<file path="src/hdl/acr_pkg.sv">
// Shared types, constants and arithmetic helpers of the allpass/comb reverb.
`default_nettype none
package acr_pkg;

  // Default number of entries in each delay line
  localparam int ACR_MAX_DELAY_DEF = 65536;

  // Datapath widths: multiplier operands, product and accumulator
  localparam int MUL_A_W = 21;
  localparam int MUL_B_W = 18;
  localparam int PROD_W  = MUL_A_W + MUL_B_W;
  localparam int ACC_W   = 54;

  // Line numbering: allpass a, b, c then comb a, b, c, d
  localparam int          NUM_LINES  = 7;
  localparam logic [2:0]  LINE_COMB0 = 3'd3;
  localparam logic [2:0]  LINE_LAST  = 3'd6;

  // Clip and saturation limits at accumulator width
  localparam logic signed [ACC_W-1:0] CLIP_HI = 32767;
  localparam logic signed [ACC_W-1:0] CLIP_LO = -32767;
  localparam logic signed [ACC_W-1:0] SAT_HI  = 524287;
  localparam logic signed [ACC_W-1:0] SAT_LO  = -524288;
  localparam logic signed [ACC_W-1:0] HALF_15 = 16384;
  localparam logic signed [ACC_W-1:0] HALF_30 = 536870912;

  // Configuration register indexes
  typedef enum logic [2:0] {
    REG_WET_MIX     = 3'd0,
    REG_AP_GAIN     = 3'd1,
    REG_COMB_GAIN_1 = 3'd2,
    REG_COMB_GAIN_2 = 3'd3,
    REG_COMB_GAIN_3 = 3'd4,
    REG_COMB_GAIN_4 = 3'd5,
    REG_ROOM_SCALE  = 3'd6
  } reg_idx_t;

  typedef struct packed {
    logic [15:0]      wet_mix;
    logic [14:0]      allpass_gain;
    logic [3:0][14:0] comb_gain;
    logic [12:0]      room_scale;
  } cfg_t;

  localparam cfg_t CFG_RESET = '{
    wet_mix:      16'd0,
    allpass_gain: 15'd22938,
    comb_gain:    {15'd24019, 15'd24674, 15'd26280, 15'd25330},
    room_scale:   13'd256
  };

  // Multiplier operand pairs
  typedef enum logic [3:0] {
    M_NONE  = 4'd0,
    M_GG    = 4'd1,
    M_LEN   = 4'd2,
    M_GX    = 4'd3,
    M_CURK  = 4'd4,
    M_GHK   = 4'd5,
    M_GLK   = 4'd6,
    M_GPREV = 4'd7,
    M_CGX   = 4'd8,
    M_CGCUR = 4'd9,
    M_WS    = 4'd10,
    M_WD    = 4'd11
  } mop_t;

  // Accumulator operations on the registered product
  typedef enum logic [2:0] {
    A_HOLD     = 3'd0,
    A_LOAD     = 3'd1,
    A_LOAD_S15 = 3'd2,
    A_SUB      = 3'd3,
    A_SUB_S16  = 3'd4,
    A_ADD      = 3'd5,
    A_LOAD_GX  = 3'd6
  } aop_t;

  // Controller to datapath
  typedef struct packed {
    mop_t       mop;
    aop_t       aop;
    logic       clr;
    logic       ld_in;
    logic       cap_kq;
    logic       cap_len;
    logic       rd_prev;
    logic       cap_gx;
    logic       cap_cur;
    logic       cap_prev;
    logic       cap_y;
    logic       wr_ap;
    logic       wr_cb;
    logic       emit;
    logic [2:0] line;
  } cmd_t;

  // Datapath to controller
  typedef struct packed {
    logic clr_last;
    logic out_free;
  } sts_t;

  // Base delay lengths of the seven lines
  function automatic logic [11:0] base_len(input logic [2:0] k);
    logic [11:0] r;
    unique case (k)
      3'd0:    r = 12'd347;
      3'd1:    r = 12'd113;
      3'd2:    r = 12'd37;
      3'd3:    r = 12'd1687;
      3'd4:    r = 12'd1601;
      3'd5:    r = 12'd2053;
      3'd6:    r = 12'd2251;
      default: r = 12'd0;
    endcase
    return r;
  endfunction

  function automatic logic signed [15:0] clip16(input logic signed [ACC_W-1:0] v);
    logic signed [15:0] r;
    if (v > CLIP_HI)      r = 16'sd32767;
    else if (v < CLIP_LO) r = -16'sd32767;
    else                  r = v[15:0];
    return r;
  endfunction

  function automatic logic signed [19:0] sat20(input logic signed [ACC_W-1:0] v);
    logic signed [19:0] r;
    if (v > SAT_HI)      r = 20'sh7FFFF;
    else if (v < SAT_LO) r = 20'sh80000;
    else                 r = v[19:0];
    return r;
  endfunction

endpackage
`default_nettype wire

</file>
<file path="src/hdl/acr_ctrl.sv">
// Sequencer of the reverb: steps the shared multiplier and line memories per sample.
`default_nettype none
module acr_ctrl import acr_pkg::*; (
  input  wire logic clk,
  input  wire logic rst_n,
  input  wire logic in_valid,
  output logic      in_ready,
  input  wire sts_t sts,
  output cmd_t      cmd
);

  typedef enum logic [24:0] {
    S_CLEAR  = 25'd1 << 0,
    S_IDLE   = 25'd1 << 1,
    S_KQ1    = 25'd1 << 2,
    S_KQ2    = 25'd1 << 3,
    S_KQ3    = 25'd1 << 4,
    S_LEN1   = 25'd1 << 5,
    S_LEN2   = 25'd1 << 6,
    S_LEN3   = 25'd1 << 7,
    S_AP_RD  = 25'd1 << 8,
    S_AP_RP  = 25'd1 << 9,
    S_AP_M1  = 25'd1 << 10,
    S_AP_M2  = 25'd1 << 11,
    S_AP_M3  = 25'd1 << 12,
    S_AP_M4  = 25'd1 << 13,
    S_AP_M5  = 25'd1 << 14,
    S_AP_WR  = 25'd1 << 15,
    S_CB_RD  = 25'd1 << 16,
    S_CB_M1  = 25'd1 << 17,
    S_CB_M2  = 25'd1 << 18,
    S_CB_M3  = 25'd1 << 19,
    S_CB_WR  = 25'd1 << 20,
    S_MX1    = 25'd1 << 21,
    S_MX2    = 25'd1 << 22,
    S_MX3    = 25'd1 << 23,
    S_MX4    = 25'd1 << 24
  } state_t;

  state_t     state_r, state_nxt;
  logic [2:0] line_r, line_nxt;

  always_ff @(posedge clk) begin
    if (!rst_n) begin
      state_r <= S_CLEAR;
      line_r  <= 3'd0;
    end else begin
      state_r <= state_nxt;
      line_r  <= line_nxt;
    end
  end

  assign in_ready = (state_r == S_IDLE);

  // Next state and command decode
  always_comb begin
    state_nxt = state_r;
    line_nxt  = line_r;
    cmd       = '0;
    cmd.line  = line_r;
    unique case (state_r)
      S_CLEAR: begin
        cmd.clr = 1'b1;
        if (sts.clr_last) state_nxt = S_IDLE;
      end
      S_IDLE: begin
        if (in_valid) begin
          cmd.ld_in = 1'b1;
          line_nxt  = 3'd0;
          state_nxt = S_KQ1;
        end
      end
      // 1 - g*g, shared by the three allpass stages
      S_KQ1: begin cmd.mop = M_GG; state_nxt = S_KQ2; end
      S_KQ2: begin cmd.aop = A_LOAD; state_nxt = S_KQ3; end
      S_KQ3: begin cmd.cap_kq = 1'b1; state_nxt = S_LEN1; end
      // line length and start position
      S_LEN1: begin cmd.mop = M_LEN; state_nxt = S_LEN2; end
      S_LEN2: begin cmd.aop = A_LOAD; state_nxt = S_LEN3; end
      S_LEN3: begin
        cmd.cap_len = 1'b1;
        state_nxt   = (line_r < LINE_COMB0) ? S_AP_RD : S_CB_RD;
      end
      // allpass stage
      S_AP_RD: begin cmd.mop = M_GX; state_nxt = S_AP_RP; end
      S_AP_RP: begin
        cmd.rd_prev = 1'b1;
        cmd.cap_gx  = 1'b1;
        cmd.cap_cur = 1'b1;
        state_nxt   = S_AP_M1;
      end
      S_AP_M1: begin cmd.cap_prev = 1'b1; cmd.mop = M_CURK; state_nxt = S_AP_M2; end
      S_AP_M2: begin cmd.mop = M_GHK; cmd.aop = A_LOAD_S15; state_nxt = S_AP_M3; end
      S_AP_M3: begin cmd.mop = M_GLK; cmd.aop = A_SUB_S16; state_nxt = S_AP_M4; end
      S_AP_M4: begin cmd.mop = M_GPREV; cmd.aop = A_SUB; state_nxt = S_AP_M5; end
      S_AP_M5: begin cmd.cap_y = 1'b1; cmd.aop = A_LOAD_GX; state_nxt = S_AP_WR; end
      S_AP_WR: begin
        cmd.wr_ap = 1'b1;
        line_nxt  = line_r + 3'd1;
        state_nxt = S_LEN1;
      end
      // comb stage
      S_CB_RD: begin cmd.mop = M_CGX; state_nxt = S_CB_M1; end
      S_CB_M1: begin cmd.cap_cur = 1'b1; cmd.aop = A_LOAD; state_nxt = S_CB_M2; end
      S_CB_M2: begin cmd.mop = M_CGCUR; state_nxt = S_CB_M3; end
      S_CB_M3: begin cmd.aop = A_ADD; state_nxt = S_CB_WR; end
      S_CB_WR: begin
        cmd.wr_cb = 1'b1;
        if (line_r == LINE_LAST) begin
          state_nxt = S_MX1;
        end else begin
          line_nxt  = line_r + 3'd1;
          state_nxt = S_LEN1;
        end
      end
      // dry/wet mix
      S_MX1: begin cmd.mop = M_WS; state_nxt = S_MX2; end
      S_MX2: begin cmd.mop = M_WD; cmd.aop = A_LOAD; state_nxt = S_MX3; end
      S_MX3: begin cmd.aop = A_ADD; state_nxt = S_MX4; end
      S_MX4: begin
        if (sts.out_free) begin
          cmd.emit  = 1'b1;
          state_nxt = S_IDLE;
        end
      end
      default: state_nxt = S_IDLE;
    endcase
  end

endmodule
`default_nettype wire

</file>
<file path="config.mk">
export PLATFORM = sky130hd
export DESIGN_NAME = acr_ctrl
export DESIGN_NICKNAME = d
export VERILOG_FILES = /design/src/hdl/acr_pkg.sv /design/src/hdl/acr_ctrl.sv
export SDC_FILE = /design/constraint.sdc
export NUM_CORES = 1
export LEC_CHECK = 0
export BUFFER_PORTS_ARGS = -buffer_cell sky130_fd_sc_hd__buf_2
export CORE_MARGIN = 5
export CORE_UTILIZATION = 50
export CTS_CLUSTER_DIAMETER = 50
export CTS_CLUSTER_SIZE = 30
export DETAILED_ROUTE_END_ITERATION = 7
export HOLD_SLACK_MARGIN = 0.15
export PLACE_DENSITY = 0.86
export SETUP_SLACK_MARGIN = 0.1
export SYNTH_ARGS = -nofsm -noshare
export SYNTH_HDL_FRONTEND = slang
export SYNTH_SLANG_ARGS = --single-unit
</file>
<file path="constraint.sdc">
create_clock -name clk -period 2.3 [get_ports clk]
set_input_delay 0.345 -clock clk [delete_from_list [all_inputs] [get_ports clk]]
set_output_delay 0.345 -clock clk [all_outputs]
set_load 0.005 [all_outputs]
</file>
==> impl_metrics.yaml <==
status:
  status: "finished with violations"
  violations: "negative setup slack"
yosys:
  syn_avg_cell_area_um2: 8.34
  synthFlopType: "dfxtp_1"
  synthCells: 201
  ys_ff_latch: 28
  yosysUniqueCellTypes: 45
  syn_area_mm2: 0.00168
  async_flop_share_pct: 0
  seq_area_frac_synth_pct: 33.5
  synthesis.nets: 208
  yosysWarnings: 0
  synth_edf_count: 0
timing:
  fmax_mhz: 354
  final.min_clock_period_ns: 2.82
  setup-tns-final_ns: -4.14
  timing.final.crit_share_pct: 123
  worstMarginPinSlew_ns: 0.767
  maxSlewViolCount: 0
  rsz0062_at_grt: "true"
  fin_skew_ns: 0.0176
  fin_ws_ns: -0.525
  hold_violations: 0
  setup_violations: 21
  slew_headroom_pct: 48.5
global_route:
  grt_start_max_net_pins: 18
  track_usage_pct: 29.1
  gr-total-overflow: 0
  grt_pass1_wl_um: 10000
  grt_pass1_vias: 2029
  antenna_found_initial: 0
die:
  start_util_pct: 51.0
  core_mm2: 0.00328
  rows: 21
  die_area_mm2: 0.00461
  die_h_um: 67.9
  ios: 28
  die_w_um: 67.9
critical_path:
  worstPathArrival_ns: 2.48
  crit_type: "flip-flop to output pin"
  worstPathRequired_ns: 1.96
  startpoint_type: "flip-flop"
  crit_fanout: 5
  critPathCaptureType: "output pin"
hold_path:
  hp-class: "input pin to flip-flop"
job:
  maxCapViolCount: 0
drt:
  first_pass_iters: 7
  vias: 2445
  first_iter_violations: 524
  drc: 0
  ant_nets: 0
  wirelength_um: 8860
  wl_per_cell_um: 25.7
  via_per_inst: 7.09
power:
  peakVddDrop_v: 0.000332
  leakage_nw: 1.29
  cellPowerDensity_mw_per_mm2: 330
cts:
  cts_buffers: 3
  cts.path.max_buffers: 2
  h-tree-depth: 1
  path_clk_slew_ns: 0.17
  clock_latency_ns: 0.34
  cts_root_buf: "clkbuf_4"
  ctsHoldBuffers: 0
  cts_sinks: 28
  cts_tree: "done"
finish:
  mostFrequentLayoutCells: "buf_4 (56), nor2_1 (26), buf_6 (23)"
  final_nets: 308
  syn_to_final_growth_pct: 68.6
  mostFrequentLayoutCell: "buf_4"
  stdcell_count: 345
  fin_util_pct: 86.0
  drive_above_1_share_pct: 60.5
  nFillCells: 141
  num_antenna_cells: 0
place:
  hpwl_um: 3460
  port_buffers: 27
  pre_cts_ws_ns: 0.0684
  placed_cells: 282
  gpl.final_weighted_congestion: 0.980
[repair_timing]
item,4_1_cts,5_1_grt
gates cloned,0,0
setup buffers,40,22
pin swaps,16,20
endpoints found under the setup margin,24,41
gates resized for setup,64,57
[kinds of logic after synthesis]
group,synth area share (%)
mux,0.597
compound gates,7.02
xor+xnor,2.61
flops,33.5
fa+ha+maj,1.49
simple gates,51.5
buf+inv,3.29
[power breakdown]
part,internal [mW],total [mW],switching [mW]
combinational,0.0967,0.218,0.121
sequential,0.483,0.498,0.0156
clock,0.0614,0.215,0.154
[metrics by stage]
step	hold WS, ns	area (um^2)	power [mW]
floorplan	0.411	1680	0.592
global placement	0.538	1940	0.633
detailed placement	0.543	1940	0.635
CTS	0.209	2440	0.856
global route	0.216	2820	0.944
finish	0.203	2820	0.931
[critical path: stages, from the launching register on]
cell and delay, ns:
dfxtp_1 0.49, nor4_4 0.10, buf_4 0.16, nand4_1 0.11
buf_6 0.17, nor3_2 0.07, nor4_2 0.70, nand3_2 0.17
buf_2 0.17
[registers in the layout, indices dropped and copies added, names as in the netlist]
signal,cells
state_r,25
line_r,3
[path summary, 6_finish.rpt]
check               from          end  slack [ns]  depth (start not counted)
max           state_r[2]      cmd[15]       -0.52                          8
min               sts[1]   state_r[0]        0.20                          2
max reg2reg  state_r[16]   state_r[1]       -0.17                          9
min reg2reg  state_r[18]  state_r[19]        0.60                          1
[per-layer routing]
layer	part of all wire, %	wire length [um]	GRT usage [%]
met4	8.0	705	14.1
met1	33	2960	34.2
met3	12	1090	5.09
met5	0	0	0
met2	46	4100	50.9
[synthesized netlist by cell type (3+ instances only)]
cell / count / share of area, %
or3_1: 4 / 1.5
or4_1: 3 / 1.3
dfxtp_1: 28 / 33
and4_1: 3 / 1.6
nor4_4: 3 / 3.8
nor3_1: 11 / 3.3
nand2_1: 13 / 2.9
a21oi_1: 5 / 1.5
nand3b_1: 6 / 2.7
inv_1: 9 / 2.0
nand4b_1: 4 / 2.1
and2_1: 4 / 1.5
nand3_1: 11 / 3.3
nor3b_1: 3 / 1.3
xnor2_1: 4 / 2.1
and3_1: 4 / 1.5
nor4b_1: 8 / 4.2
nor2_1: 33 / 7.4
nor4_1: 5 / 1.9
nand4_1: 8 / 3.0
[area by class of cell]
cell class / count / area, um^2 / share of cell area (%)
Tap cell: 46 / 57.6 / 2.04
Clock buffer: 3 / 22.5 / 0.798
Multi-Input combinational cell: 160 / 1310 / 46.5
Timing Repair Buffer: 99 / 779 / 27.6
Inverter: 9 / 38.8 / 1.37
Sequential cell: 28 / 612 / 21.7
Note: power is estimated with default switching activity, not from simulation.
